$ cat src/design/bb3_pkg.sv
// bb3_pkg: shared constants, types and register codes for the 3x3 RGB box blur.
// Used by bb3_front, bb3_queue, bb3_back and box_blur_3x3_rgb. No dependencies.
package bb3_pkg;

  localparam int MAX_WIDTH  = 1024;
  localparam int MAX_HEIGHT = 1024;

  localparam int CFG_W  = 11;
  localparam int COL_W  = $clog2(MAX_WIDTH);
  localparam int W_W    = $clog2(MAX_WIDTH + 1);
  localparam int ROW_W  = $clog2(MAX_HEIGHT + 3);
  localparam int OROW_W = $clog2(MAX_HEIGHT);
  localparam int PEND_W = $clog2(MAX_WIDTH + 2);

  localparam int WORD_W = 32;
  localparam int PIX_W  = 24;
  localparam int CH_W   = 8;
  localparam int CSUM_W = 10;
  localparam int SUM_W  = 12;

  localparam int QDEPTH = 4;
  localparam int QPTR_W = $clog2(QDEPTH);
  localparam int QCNT_W = $clog2(QDEPTH + 2);

  localparam int DIV9_MUL   = 7282;
  localparam int DIV9_SHIFT = 16;

  localparam int ADDR_W = 3;
  localparam int DATA_W = 32;

  localparam logic [0:0] REG_FRAME_WIDTH  = 1'b0;
  localparam logic [0:0] REG_FRAME_HEIGHT = 1'b1;

  localparam logic [CFG_W-1:0] RESET_WIDTH  = 11'd640;
  localparam logic [CFG_W-1:0] RESET_HEIGHT = 11'd480;

  typedef struct packed {
    logic [W_W-1:0]   w;
    logic [ROW_W-1:0] h;
    logic             restart;
  } dims_t;

  typedef struct packed {
    logic [SUM_W-1:0] r;
    logic [SUM_W-1:0] g;
    logic [SUM_W-1:0] b;
    logic             last;
  } sum_t;

endpackage

$ cat src/design/bb3_back.sv
// bb3_back: divides queued window sums by 9 and holds the result word for the consumer.
// Depends on bb3_pkg (sum_t, divide constants).
module bb3_back (
  input  logic               clk,
  input  logic               rst_n,
  input  logic               q_not_empty,
  input  bb3_pkg::sum_t      q_rdata,
  output logic               q_rd,
  input  logic               pop,
  output logic               empty,
  output logic [7:0]         out_red,
  output logic [7:0]         out_green,
  output logic [7:0]         out_blue,
  output logic               out_frame_last
);

  localparam int SUM_W  = bb3_pkg::SUM_W;
  localparam int CH_W   = bb3_pkg::CH_W;
  localparam int PROD_W = SUM_W + 13;

  // floor(x / 9) for x <= 9 * 255 by reciprocal multiply
  function automatic logic [CH_W-1:0] div9(input logic [SUM_W-1:0] x);
    logic [PROD_W-1:0] prod;
    prod = PROD_W'(x) * PROD_W'(bb3_pkg::DIV9_MUL);
    return prod[bb3_pkg::DIV9_SHIFT +: CH_W];
  endfunction

  logic ov_r, ov_nxt;
  logic load;

  assign load   = q_not_empty && (!ov_r || pop);
  assign ov_nxt = load || (ov_r && !pop);
  assign q_rd   = load;
  assign empty  = !ov_r;

  always_ff @(posedge clk) begin
    if (!rst_n) begin
      ov_r <= 1'b0;
    end else begin
      ov_r <= ov_nxt;
    end
  end

  always_ff @(posedge clk) begin
    if (load) begin
      out_red        <= div9(q_rdata.r);
      out_green      <= div9(q_rdata.g);
      out_blue       <= div9(q_rdata.b);
      out_frame_last <= q_rdata.last;
    end
  end

endmodule
$ cat config.mk
export PLATFORM = sky130hd
export DESIGN_NAME = bb3_back
export DESIGN_NICKNAME = d
export VERILOG_FILES = /design/src/design/bb3_pkg.sv /design/src/design/bb3_back.sv
export SDC_FILE = /design/constraint.sdc
export NUM_CORES = 1
export LEC_CHECK = 0
export BUFFER_PORTS_ARGS = -buffer_cell sky130_fd_sc_hd__buf_4
export CORE_ASPECT_RATIO = 0.7
export CORE_MARGIN = 5
export CORE_UTILIZATION = 60
export DETAILED_ROUTE_END_ITERATION = 16
export MAX_ROUTING_LAYER = met4
export PLACE_DENSITY = 0.81
export SKIP_LAST_GASP = 1
export SLEW_MARGIN = 20
export SYNTH_ARGS = -nofsm -noshare
export SYNTH_HDL_FRONTEND = slang
export SYNTH_SLANG_ARGS = --single-unit
$ cat constraint.sdc
create_clock -name clk -period 9.58 [get_ports clk]
set_input_delay 0.479 -clock clk [delete_from_list [all_inputs] [get_ports clk]]
set_output_delay 0.479 -clock clk [all_outputs]
set_load 0.1 [all_outputs]
=== Word-level counts from Yosys, hierarchy flattened ===
Cells that the tools add are included.

* Bits in registers: 26
* Input port bits: 41
* Output and inout bits: 27
* Logic and storage cells: 14

* Multipliers: 3
* Reduce and logical (&&, ||, !) cells: 6

{| class="wikitable"
|+ Operators with widths
! operator !! count
|-
| 12-bit by 12-bit multiplier with 23-bit output (second input constant) || 3
|-
| 1-bit logical AND || 2
|-
| 1-bit zero test || 2
|-
| 1-bit logical OR || 2
|}

=== Depth between registers and ports, before layout ===
* Word-level depth: 4
* Depth in mapped cells: 18
* Mapped depth without buffers: 18

=== Worst setup path before layout ===
OpenSTA, ideal clock, no wires.

* Path type: in2reg
* From: in q_rdata[32] in the netlist's numbering
* To: reg out_red[7] (data pin)
* Library setup time: 0.263 ns
* Arrival: 4.358 ns
* Data required time: 9.317 ns
* Setup slack: 4.959 ns
* Stages on the path: 18
* Buffers on the path: 0
* Cells stage by stage: inv_1 > fa_1 > inv_1 > ha_1 > inv_1 > fa_1 > inv_1 > fa_1 > inv_1 > fa_1 > inv_1 > ha_1 > a211o_1 > or3_1 > a41oi_2 > nor2_2 > o41ai_2 > xnor2_1

* Cells in the longest elaborated chain, start to end: 1

{| class="wikitable"
|+ Ends and longest elaborated chain
! element !! RTL line !! source
|-
| start: declaration || bb3_back.sv:7 || <nowiki>input bb3_pkg::sum_t q_rdata,</nowiki>
|-
| 12-bit by 12-bit multiplier with 23-bit output || bb3_back.sv:24 || <nowiki>prod = PROD_W'(x) * PROD_W'(bb3_pkg::DIV9_MUL);</nowiki>
|-
| end signal: assignment || bb3_back.sv:46 || <nowiki>out_red <= div9(q_rdata.r);</nowiki>
|-
| end: declaration || bb3_back.sv:11 || <nowiki>output logic [7:0] out_red,</nowiki>
|}

Every way passes these cells.
A chain may end at the register's enable or synchronous reset.

=== Worst setup path after layout ===
* From: in q_rdata[6] in the netlist's numbering
* To: reg out_blue[4] (data pin)

* Cells in the longest elaborated chain, start to end: 1

{| class="wikitable"
|+ Ends and longest elaborated chain
! element !! RTL line !! source
|-
| 12-bit by 12-bit multiplier with 23-bit output || bb3_back.sv:24 ||
|-
| end signal: assignment || bb3_back.sv:48 || <nowiki>out_blue <= div9(q_rdata.b);</nowiki>
|-
| end: declaration || bb3_back.sv:13 || <nowiki>output logic [7:0] out_blue,</nowiki>
|}

Every way passes these cells.

==> flow_summary.json <==
{
  "cap_violations": 0,
  "cp-end-kind": "flop",
  "setup_tns_ps": 0,
  "initial_core_util": 0.624,
  "syn_inst": 682,
  "finalHoldViolations": 0,
  "diodes": 0,
  "grt_max_degree": 27,
  "path_cells": "buf_4 -> inv_1 -> fa_1 -> inv_1 -> ha_1 -> ha_1 -> inv_1 -> fa_1 -> fa_1 -> inv_1 -> ha_1 -> o211ai_1 -> a2111oi_0 -> o21ai_1 -> a21boi_1 -> o21ai_1 -> a221oi_2",
  "async_flop_share": 0,
  "start_kind": "input pin",
  "timing.hold.ws_ps": 398,
  "dieArea_sq_um": 13900,
  "drt_iter0_markers": 195,
  "synth-simple-area-share": 0.0512,
  "cts-resized-gates": 0,
  "synth_top_family_by_area": "adder cells",
  "rsz0062_at_grt": "false",
  "synth_area_leader_cell": "ha_1",
  "synth_edf_count": 25,
  "crit_fanout": 5,
  "finalCritPeriodShare": 0.506,
  "syn_to_final_growth_pct": 11.1,
  "die_y_microns": 100,
  "postLayoutCellArea_sq_um": 7740,
  "p_sw_w": 0.00143,
  "vias_per_cell": 5.46,
  "maxSlewHeadroom": 0.663,
  "cts_tree": "yes",
  "vdd_drop_max_uv": 459,
  "p_seq_frac": 0.101,
  "htree_num_levels": 1,
  "synth.distinct_cells": 55,
  "synth_seq_cells": 26,
  "power_leakage_nw": 4.32,
  "synth_top_flop_cell": "edfxtp_1",
  "path_common_cell": "inv_1",
  "p_per_area_nw_per_um2": 329,
  "cts_buffers": 3,
  "drc": 0,
  "pre_cts_ws_ps": 4450,
  "syn_nets": 1009,
  "synth.cell_area_sq_um": 6970,
  "ios": 68,
  "path_class": "input pin to flop",
  "yosysWarnings": 0,
  "cts_sinks": 26,
  "worstMarginPinSlew_ps": 504,
  "synth-seq-area-share": 0.111,
  "crit_family": "adder cells",
  "grtUsageTotal": 0.230,
  "cts_root_buf": "clkbuf_16",
  "cpPeakStageDelay_ps": 580,
  "drtPass1Iterations": 4,
  "clock_skew_ps": 4.47,
  "clkSlewWorstSetupHoldPaths_ps": 60,
  "routed_wirelength_microns": 15200,
  "dp_hpwl_microns": 13900,
  "first_global_vias": 5295,
  "synth_top_area_frac": 0.357,
  "final_common_cell": "ha_1",
  "outcome": "finished, final reports clean",
  "hold_buffers": 0,
  "rows": 32,
  "placed_area_sq_um": 7660,
  "critical_path_required_ps": 9670,
  "synth_xor_area_frac": 0.0440,
  "die-width_microns": 139,
  "num_vias": 4944,
  "pwr-share-comb": 0.862,
  "critPathBufInv": 5,
  "p_int_w": 0.00111,
  "worstPathArrival_ps": 4940,
  "hold_class": "input pin to flop",
  "clock_path_buffers": 2,
  "report.final.slew_viol_count": 0,
  "synth_compound_area_frac": 0.0887,
  "finalNetCount": 1080,
  "setup_ws_ps": 4730,
  "io_buffers": 67,
  "synthMuxAreaShare": 0.00144,
  "period_minus_slack_ps": 4850,
  "setup_violations": 0,
  "yosys-top-cells-area": "ha_1, fa_1, edfxtp_1, inv_1, xnor2_1",
  "fmax_ghz": 0.206,
  "antenna_found_initial": 0,
  "sw_frac_of_total": 0.563,
  "synth_fa_ha_area_frac": 0.607,
  "cp_slowest_cell": "fa_1",
  "cts_setup_buffers": 0,
  "gp_congestion": 0.961,
  "final_cell_mix": "ha_1, inv_1, fa_1",
  "grt-ovfl-total": 0,
  "drive_gt1_frac": 0.105,
  "avgSynthCellArea_sq_um": 10.2,
  "core_sq_um": 11200,
  "clkPwrFrac": 0.038,
  "grt_pass1_wl_microns": 25300,
  "clk_latency_ps": 270,
  "avgRoutedWirePerCell_microns": 16.8,
  "ant_nets": 0
}
worst register-to-register path, delay by kind of cell (launching register included):
kind / cells / cell delay (ps)
DFF: 1 / 300
and+or+nand+nor: 2 / 160
buffers and inverters: 2 / 390
final cells by class:
type                       instances  area [sq um]
clock buffer                       4          78.8
fill                             824          3430
inverter                         177           664
multi-input combinational        477          5530
sequential                        26           771
tap                              153           191
timing repair buffer              68           510
state kept, by name, summed over array words and instances (netlist names):
name            count
ov_r                1
out_green           8
out_red             8
out_frame_last      1
out_blue            8
final timing paths:
path	from	end	slack, ps	cells past startpoint
worst min-delay path	q_rdata[0]	out_frame_last	400	1
worst min register to register	ov_r	ov_r	630	3
worst max-delay path	q_rdata[6]	out_blue[4]	4730	17
worst max register to register	ov_r	out_red[5]	8380	4
power by group through the flow:
stage	Sequential [W]	Clock [W]	Combinational (W)
after global placement	0.000258	0	0.00208
final	0.000256	0.0000961	0.00219
after CTS	0.000257	0.0000986	0.00219
after global routing	0.000260	0.000103	0.00244
after floorplan	0.000626	0	0.00130
after detailed placement	0.000257	0	0.00217
cell families (layout without fill, tap and decap cells):
group / after synthesis / count (layout)
buffers and inverters: 179 / 249
AOI/OAI and AO/OA: 87 / 87
xor gates and xnor gates: 35 / 35
adders and majority gates: 286 / 286
muxes: 1 / 1
DFF: 26 / 26
and+or+nand+nor: 68 / 68
stage by stage:
step / utilization / cells / total power [W]
floorplan: - / 682 / 0.00193
global placement: 0.686 / 901 / 0.00234
detailed placement: 0.686 / 901 / 0.00243
CTS: 0.693 / 905 / 0.00255
global route: 0.693 / 905 / 0.00280
finish: 0.693 / 905 / 0.00254
Yosys cell counts (3+ instances only):
library cell,n
nand2_1,10
a21o_1,12
nor2_1,14
xnor2_1,26
ha_1,199
fa_1,87
and3_1,6
edfxtp_1,25
o211ai_1,5
a21oi_1,21
nor3_1,7
nand4_1,7
nand3_1,7
a31oi_1,3
o21ai_0,11
o21a_1,3
or3_1,4
a211oi_1,3
xor2_1,9
inv_1,177
o21ai_1,3
per-layer routing:
metal / part of all wire / global-route usage
met2: 0.46 / 0.372
met1: 0.47 / 0.320
met5: 0 / -
met4: 0.0035 / 0.0150
met3: 0.061 / 0.0429
Note: power is estimated with default switching activity, not from simulation.
