--- config.mk ---
export PLATFORM = sky130hd
export DESIGN_NAME = bb3_queue
export DESIGN_NICKNAME = d
export VERILOG_FILES = /design/src/design/bb3_pkg.sv /design/src/design/bb3_queue.sv
export SDC_FILE = /design/constraint.sdc
export NUM_CORES = 1
export LEC_CHECK = 0
export ABC_AREA = 1
export BUFFER_PORTS_ARGS = -buffer_cell sky130_fd_sc_hd__buf_2
export CORE_UTILIZATION = 40
export DETAILED_ROUTE_END_ITERATION = 10
export HOLD_SLACK_MARGIN = 0.02
export PLACE_DENSITY = 0.7
export SLEW_MARGIN = 25
export SYNTH_ARGS = -nofsm -noshare
export SYNTH_HDL_FRONTEND = slang
export SYNTH_SLANG_ARGS = --single-unit
--- constraint.sdc ---
create_clock -name clk -period 2.3 [get_ports clk]
set_clock_uncertainty 0.2 [all_clocks]
set_input_delay 0.46 -clock clk [delete_from_list [all_inputs] [get_ports clk]]
set_output_delay 0.46 -clock clk [all_outputs]
set_load 0.01 [all_outputs]
--- src/design/bb3_pkg.sv ---
// bb3_pkg: shared constants, types and register codes for the 3x3 RGB box blur.
// Used by bb3_front, bb3_queue, bb3_back and box_blur_3x3_rgb. No dependencies.
package bb3_pkg;

  localparam int MAX_WIDTH  = 1024;
  localparam int MAX_HEIGHT = 1024;

  localparam int CFG_W  = 11;
  localparam int COL_W  = $clog2(MAX_WIDTH);
  localparam int W_W    = $clog2(MAX_WIDTH + 1);
  localparam int ROW_W  = $clog2(MAX_HEIGHT + 3);
  localparam int OROW_W = $clog2(MAX_HEIGHT);
  localparam int PEND_W = $clog2(MAX_WIDTH + 2);

  localparam int WORD_W = 32;
  localparam int PIX_W  = 24;
  localparam int CH_W   = 8;
  localparam int CSUM_W = 10;
  localparam int SUM_W  = 12;

  localparam int QDEPTH = 4;
  localparam int QPTR_W = $clog2(QDEPTH);
  localparam int QCNT_W = $clog2(QDEPTH + 2);

  localparam int DIV9_MUL   = 7282;
  localparam int DIV9_SHIFT = 16;

  localparam int ADDR_W = 3;
  localparam int DATA_W = 32;

  localparam logic [0:0] REG_FRAME_WIDTH  = 1'b0;
  localparam logic [0:0] REG_FRAME_HEIGHT = 1'b1;

  localparam logic [CFG_W-1:0] RESET_WIDTH  = 11'd640;
  localparam logic [CFG_W-1:0] RESET_HEIGHT = 11'd480;

  typedef struct packed {
    logic [W_W-1:0]   w;
    logic [ROW_W-1:0] h;
    logic             restart;
  } dims_t;

  typedef struct packed {
    logic [SUM_W-1:0] r;
    logic [SUM_W-1:0] g;
    logic [SUM_W-1:0] b;
    logic             last;
  } sum_t;

endpackage

--- src/design/bb3_queue.sv ---
// bb3_queue: short word queue between the front (window sums) and back (divide).
// Depends on bb3_pkg (depth, sum_t).
module bb3_queue (
  input  logic                       clk,
  input  logic                       rst_n,
  input  logic                       wr,
  input  bb3_pkg::sum_t              wdata,
  input  logic                       rd,
  output bb3_pkg::sum_t              rdata,
  output logic                       not_empty,
  output logic [bb3_pkg::QCNT_W-1:0] count
);

  localparam int QPTR_W = bb3_pkg::QPTR_W;
  localparam int QCNT_W = bb3_pkg::QCNT_W;

  bb3_pkg::sum_t     entry_r [bb3_pkg::QDEPTH];
  logic [QPTR_W-1:0] wptr_r, wptr_nxt;
  logic [QPTR_W-1:0] rptr_r, rptr_nxt;
  logic [QCNT_W-1:0] count_r, count_nxt;

  always_comb begin
    wptr_nxt  = wptr_r;
    rptr_nxt  = rptr_r;
    count_nxt = count_r;
    if (wr) begin
      wptr_nxt = (wptr_r == QPTR_W'(bb3_pkg::QDEPTH - 1)) ? '0 : wptr_r + QPTR_W'(1);
    end
    if (rd) begin
      rptr_nxt = (rptr_r == QPTR_W'(bb3_pkg::QDEPTH - 1)) ? '0 : rptr_r + QPTR_W'(1);
    end
    if (wr && !rd) begin
      count_nxt = count_r + QCNT_W'(1);
    end else if (rd && !wr) begin
      count_nxt = count_r - QCNT_W'(1);
    end
  end

  always_ff @(posedge clk) begin
    if (!rst_n) begin
      wptr_r  <= '0;
      rptr_r  <= '0;
      count_r <= '0;
    end else begin
      wptr_r  <= wptr_nxt;
      rptr_r  <= rptr_nxt;
      count_r <= count_nxt;
    end
  end

  always_ff @(posedge clk) begin
    if (wr) begin
      entry_r[wptr_r] <= wdata;
    end
  end

  assign rdata     = entry_r[rptr_r];
  assign not_empty = (count_r != '0);
  assign count     = count_r;

`ifndef SYNTH
  a_no_overflow: assert property (@(posedge clk) disable iff (!rst_n)
    !(wr && !rd && count_r == QCNT_W'(bb3_pkg::QDEPTH)))
    else $error("queue written while full");
  a_no_underflow: assert property (@(posedge clk) disable iff (!rst_n)
    !(rd && count_r == '0))
    else $error("queue read while empty");
`endif

endmodule

-- Word level (Yosys, flattened, before mapping)
Memory sizes are Yosys's and may differ from the RTL's. A register that Yosys moved wholly into a read port is not among the register bits.
Index checks and enable logic that the tools add are counted.
- add/sub/neg operators: 4
- equal/unequal tests: 2
- multiplexer cells: 8
- reductions and logical operators: 6
- operators by type and width (cell ; count):
    two-way mux 2 bit ; 4
    two-way mux 3 bit ; 2
    adder 2 x 1 -> 2 bit, second input constant ; 2
    equality test 2 bit, second input constant ; 2
    adder 3 x 1 -> 3 bit, second input constant ; 1
    nonzero test 3 bit ; 1
    subtractor 3 x 1 -> 3 bit, second input constant ; 1
    logical AND 1 bit ; 2
    logical NOT 1 bit ; 2
    two-way mux 1 bit ; 2
    nonzero test 2 bit ; 1
- flip-flop bits (word level): 7
- bits in writable memories: 148
- logic and storage cells: 24
- memories: 1
- memory list (name ; words ; bits a word ; read ports ; clocked after memory_dff ; write ports ; line ; source):
    entry_r ; 4 ; 37 ; 1 ; 1 ; 1 ; bb3_queue.sv:17 ; bb3_pkg::sum_t entry_r [bb3_pkg::QDEPTH];

-- Depth between registers and ports, before layout
Gate-level depths: netlist of run 1.
- depth after elaboration: 4
- mapped depth: 10
- mapped depth without buffers: 10

-- Worst setup path after synthesis of run 1
No wires, ideal clock.
- path kind: register -> register
- start point: reg wptr_r[0]
- end point: mem entry_r[3][0] (netlist name) (enable)
- library setup time: 392 ps
- arrival: 1319 ps
- required time: 1708 ps
- setup slack: 390 ps
- cell stages (with the launch flop): 4
- period minus slack after synthesis: 1910 ps
- cells stage by stage: dfxtp_1 -> ha_1 -> nand2_1 -> inv_1
- RTL lines (element ; line ; source):
    from (decl) ; bb3_queue.sv:18 ; logic [QPTR_W-1:0] wptr_r, wptr_nxt;
    from (signal assigned) ; bb3_queue.sv:45 ; wptr_r <= wptr_nxt;
    to (decl) ; bb3_queue.sv:17 ;
No word-level cell before the write port.

==> impl_metrics.json, run 1 <==
{
  "outcome": "complete, no violations",
  "grt_max_degree": 43,
  "numCtsBuffers": 17,
  "clk_pin_slew_ns": 0.06,
  "drc": 0,
  "wirelength_mm": 12.1,
  "drtPass1Iterations": 4,
  "layout_common_cells": "edfxtp_1 (148), nor2_1 (83), buf_2 (81)",
  "grt_pass1_wl_mm": 17.7,
  "ys_seq_area_frac": 0.778,
  "min_period_over_period": 0.959,
  "die_y_um": 124,
  "rsz0062_at_grt": "yes",
  "num_vias": 3625,
  "synth_top_area_cell": "edfxtp_1",
  "dp_hpwl_mm": 7.11,
  "viasPerCell": 5.11,
  "cts-root-buf": "clkbuf_16",
  "design_area_mm2": 0.00728,
  "leakagePower_nw": 2.65,
  "cts.sinks": 157,
  "cp.required_ns": 1.64,
  "crit_path_end_kind": "primary output",
  "ys_warn_count": 0,
  "path_max_fanout": 32,
  "first_global_vias": 3540,
  "wire_per_inst_um": 17.0,
  "syn_nets": 465,
  "cts_tree": "done",
  "clock_latency_ns": 0.41,
  "tightest_slew_ns": 0.362,
  "pin_count": 82,
  "max_freq_mhz": 453,
  "fp.dieW_um": 124,
  "power.total_w": 0.00670,
  "diodes": 0,
  "die-area_mm2": 0.0154,
  "place_congestion": 0.836,
  "finalSetupViolations": 0,
  "peakVddDrop_mv": 0.548,
  "hp-class": "input port to flip-flop",
  "grt_usage": 0.160,
  "rows": 44,
  "ant_nets": 0,
  "cts_setup_buffers": 0,
  "regToRegSetupSlack_ns": 0.71,
  "maxSlewViolCount": 0,
  "final_layout_size_suffix_gt1_frac": 0.259,
  "max_cap_violations": 0,
  "synth_top_area_share": 0.748,
  "avgSynthCellArea_um2": 14.3,
  "cp-start-kind": "flip-flop",
  "slowest_stage": "dfxtp_4",
  "fin_cells": 710,
  "relSlewSlack": 0.758,
  "power_density_mw_per_mm2": 921,
  "cts_buffer_depth": 2,
  "crit_path_max_incr_delay_ns": 0.44,
  "first_iter_violations": 284,
  "grt_overflow": 0,
  "ys_ff_latch": 157,
  "htreeDepth": 4,
  "pre_cts_slack_ns": 0.331,
  "postPlaceCellArea_mm2": 0.00657,
  "path_cells": "buf_12, o21ai_0, o22ai_1, buf_2",
  "arrival_ns": 1.55,
  "layout_commonest_cell": "edfxtp_1",
  "crit_end": "rdata[36]",
  "setup_ws_ns": 0.0934,
  "whs_ns": 0.0602,
  "area_growth_pct": 22.5,
  "syn_inst": 417,
  "dp.cells": 675,
  "synth.area.top_cells": "edfxtp_1 (75%), nor2_1 (5.2%), o21ai_0 (4.1%)",
  "nNetsFinal": 561,
  "reg2reg_from": "wptr_r[0]",
  "port_buffers": 81,
  "netlist-cell-type-count": 21,
  "r2r_end": "entry_r[0][0]",
  "path_class": "flip-flop to primary output",
  "hold_viol": 0,
  "fin_crit_ns": 2.21,
  "worstRegToRegCells": 5,
  "grt_antenna_before_repair": 2,
  "syn-cell-area_mm2": 0.00594,
  "core_mm2": 0.0145,
  "start_util": 0.409
}
sequential cells by signal, indices dropped and copies added, names as in the netlist, named ones only:
name	count
rptr_r	2
count	3
wptr_r	2
entry_r	148
cells by family (layout without fill, tap and decap cells):
family	count (synthesis)	after routing	synth area share
AOI/OAI and AO/OA	117	117	0.106
adders and majority gates	7	7	0.0160
buffers and inverters	39	148	0.0366
xor gates and xnor gates	1	1	0.00147
DFF	157	157	0.778
and+or+nand+nor	96	96	0.0617
final cells by class:
class / count / area [um^2]
clock inverters: 11 / 144
fillers: 1249 / 7250
repair buffers: 100 / 662
multi-input cells: 221 / 1110
well taps: 184 / 230
flip-flops and latches: 157 / 4630
inverters: 16 / 67.6
clock buffers: 21 / 440
critical path, delay by kind of cell (launching register included):
family          cells  cell delay [ns]
buf+inv             2             0.37
compound gates      2             0.33
flops               1             0.44
synthesized netlist by cell type (all sizes together):
cell / instances
nor2: 83
xor2: 1
nor3: 2
a21oi: 3
ha: 6
nand4: 1
o21ai: 77
nand2: 9
inv: 16
clkbuf: 9
dfxtp: 9
fa: 1
edfxtp: 148
o22ai: 37
buf: 14
nand3: 1
how the worst min path moves through the flow:
stage / startpoint / endpoint / slack, ns / cells past startpoint
after floorplan: wptr_r[1] / wptr_r[1] / 0.29 / 2
after global placement: wptr_r[1] / wptr_r[1] / 0.30 / 2
after detailed placement: wptr_r[1] / wptr_r[1] / 0.33 / 2
after CTS: wdata[31] / entry_r[0][31] / 0.05 / 1
after global routing: wdata[36] / entry_r[1][36] / 0.05 / 1
final: wdata[36] / entry_r[3][36] / 0.06 / 1
per-layer routing:
metal  global-route usage  wire, um
met5                    0        27
met4               0.0565        98
met3               0.0559       824
met2                0.262      5900
met1                0.197      5230
stage by stage:
stage,setup TNS (ns),utilization
finish,0,0.501
global route,-0.00913,0.501
CTS,0,0.494
detailed placement,0,0.452
global placement,0,0.452
floorplan,0,-
repair_timing:
| item | CTS | global route |
|---|---|---|
| resized for setup | 5 | 11 |
| pin swaps | 0 | 2 |
| hold buffers | 0 | 0 |
| gates cloned | 0 | 3 |
| endpoints found under the setup margin | 16 | 16 |
power breakdown:
group,leakage [nW],switching [W],internal (W)
clock,0.273,0.00102,0.00170
combinational,0.946,0.000420,0.000260
sequential,1.44,0.0000439,0.00326
total,2.65,0.00148,0.00522
(Power assumes the default switching activity.)
==> inputs of run 2 (changes only) <==
--- a/config.mk
+++ b/config.mk
@@ -5,7 +5,6 @@
 export SDC_FILE = /design/constraint.sdc
 export NUM_CORES = 1
 export LEC_CHECK = 0
-export ABC_AREA = 1
 export BUFFER_PORTS_ARGS = -buffer_cell sky130_fd_sc_hd__buf_2
 export CORE_UTILIZATION = 40
 export DETAILED_ROUTE_END_ITERATION = 10
==> impl_metrics.json, run 2 <==
{
  "rows": 43,
  "port_buffers": 81,
  "hold_path_end": "entry_r[2][8]",
  "cp-start-kind": "flip-flop",
  "grt_usage": 0.147,
  "synth_top_area_cell": "edfxtp_1",
  "final_layout_size_suffix_gt1_frac": 0.470,
  "max_freq_mhz": 415,
  "p_int_w": 0.00511,
  "yosys_most_used_dff": "edfxtp_1",
  "pre_cts_slack_ns": 0.114,
  "numCtsBuffers": 17,
  "wirelength_mm": 10.2,
  "fin_setup_tns_ns": -2.29,
  "pin_count": 82,
  "synth.area.top_cells": "edfxtp_1 (76%), mux4_2 (12%), mux4_1 (3.1%)",
  "grt_overflow": 0,
  "layout_commonest_cell": "edfxtp_1",
  "switching_share": 0.215,
  "avgSynthCellArea_um2": 24.8,
  "wire_per_inst_um": 18.9,
  "cts_hold_buf": 0,
  "grt_antenna_before_repair": 1,
  "hold_viol": 0,
  "arrival_ns": 1.75,
  "path_max_fanout": 5,
  "p_seq_frac": 0.509,
  "wirelength_met1_mm": 4.45,
  "p_sw_w": 0.00140,
  "ys_async_sr_fraction": 0,
  "hp-class": "input port to flip-flop",
  "wl_met2_mm": 5.05,
  "hold_depth": 1,
  "netlist-cell-type-count": 22,
  "routed.top_layer": "met5",
  "ys_ff_latch": 157,
  "area_growth_pct": 25.5,
  "die_y_um": 123,
  "clock_latency_ns": 0.42,
  "drtPass1Iterations": 5,
  "combinationalPowerShare": 0.107,
  "top_register": "entry_r",
  "viasPerCell": 5.01,
  "htreeDepth": 4,
  "relSlewSlack": 0.789,
  "clkPwrFrac": 0.384,
  "clk_pin_slew_ns": 0.06,
  "cts_buffer_depth": 2,
  "regToRegSetupSlack_ns": 0.61,
  "tightest_slew_ns": 0.316,
  "cp.required_ns": 1.64,
  "finalSetupViolations": 26,
  "min_period_over_period": 1.05,
  "core_mm2": 0.0141,
  "min_from": "wdata[8]",
  "setup_ws_ns": -0.107,
  "synth_top_area_share": 0.760,
  "yosys-top-cells-count": "edfxtp_1 (148), mux4_2 (30), dfxtp_1 (9)",
  "syn-cell-area_mm2": 0.00585,
  "cts-root-buf": "clkbuf_16",
  "path_class": "flip-flop to primary output",
  "synth_edf_count": 148,
  "ys_seq_area_frac": 0.791,
  "design_area_mm2": 0.00734,
  "largest_reg_flops": 148,
  "rsz0062_at_grt": "yes",
  "start_util": 0.415,
  "first_iter_violations": 145,
  "place_congestion": 0.645,
  "peakVddDrop_mv": 0.429,
  "worstRegToRegCells": 4,
  "dp_hpwl_mm": 6.01,
  "outcome": "complete, but fails checks",
  "postPlaceCellArea_mm2": 0.00651,
  "drc": 0,
  "crit_path_end_kind": "primary output",
  "cts.sinks": 157,
  "syn_nets": 284,
  "syn_inst": 236,
  "violations": "negative setup slack",
  "leakagePower_nw": 2.55,
  "first_global_vias": 2841,
  "reg2reg_from": "count[0]",
  "fin_util": 0.521,
  "layout_common_cells": "edfxtp_1 (148), buf_2 (56), mux4_2 (36)",
  "fp.dieW_um": 123,
  "die-area_mm2": 0.0151,
  "power_density_mw_per_mm2": 887,
  "num_vias": 2714,
  "wl_met3_um": 520,
  "max_cap_violations": 0,
  "grt_pass1_wl_mm": 15.5,
  "yosysMostFrequentCell": "edfxtp_1",
  "ys_warn_count": 0,
  "grt_max_degree": 38,
  "cts_tree": "done",
  "nNetsFinal": 397,
  "maxSlewViolCount": 0,
  "ant_nets": 0,
  "fin_crit_ns": 2.41,
  "r2r_end": "count[2]",
  "diodes": 0
}
-- run 2: changes by cell type after synthesis, moves of 9 or more --
| cell | before | now |
|---|---|---|
| o21ai_0 | 49 | 1 |
| nor2_1 | 83 | 1 |
| mux4_2 | 0 | 30 |
| o22ai_1 | 37 | 0 |
| o21ai_1 | 28 | 0 |
| inv_1 | 15 | 4 |
| nand2_1 | 9 | 0 |
-- run 2: timing repair --
action | CTS | global route
endpoints found under the hold margin | 0 | 0
cloned | 2 | 1
buffers inserted | 7 | 2
setup endpoints to repair | 37 | 37
gates resized for setup | 23 | 12
-- run 2: how the worst max path moves through the flow --
stage / start / to / slack [ns]
final: flip-flop / rdata[31] / -0.11
after global routing: flip-flop / rdata[7] / -0.18
after CTS: flip-flop / rdata[0] / -0.15
after detailed placement: rd / count[2] / 0.11
after global placement: rd / count[2] / 0.19
after floorplan: wptr_r[0] / entry_r[3][0] / 0.25
-- run 2: through the flow --
stage	hold WS, ns	std cells	total power [W]
detailed placement	0.316	500	0.00395
global placement	0.288	500	0.00393
global route	0.0423	542	0.00674
CTS	0.0371	541	0.00655
floorplan	0.312	236	0.00370
finish	0.0541	542	0.00651
-- run 2: layer usage --
metal / GRT usage / vias to the layer above
li1: - / 1221
met1: 0.187 / 1397
met2: 0.231 / 78
met3: 0.0480 / 16
met4: 0.0663 / 2
met5: 0 / -
-- run 2: final cells by class --
cell class,count,area (um^2)
Fill cell,1148,6760
Clock inverter,14,103
Multi-Input combinational cell,67,1100
Inverter,4,15.0
Clock buffer,18,429
Tap cell,180,225
Sequential cell,157,4630
Timing Repair Buffer,102,837
-- run 2: critical path, cell delays in order (launching register included) --
cell	delay [ns]
dfxtp_4	0.41
buf_4	0.14
clkbuf_16	0.15
mux4_2	0.49
buf_2	0.15
-- run 2: power by group through the flow --
| stage | logic [W] | clock network [W] | registers (W) |
|---|---|---|---|
| CTS | 0.000678 | 0.00256 | 0.00331 |
| floorplan | 0.000339 | 0 | 0.00336 |
| finish | 0.000696 | 0.00250 | 0.00331 |
| detailed placement | 0.000581 | 0 | 0.00337 |
| global route | 0.000754 | 0.00267 | 0.00332 |
| global placement | 0.000564 | 0 | 0.00336 |
-- run 2: logic make-up after synthesis --
logic type,synth area share
xor+xnor,0.00300
buf+inv,0.0182
compound gates,0.00342
flops,0.791
simple gates,0.0143
fa+ha+maj,0.0163
mux,0.154
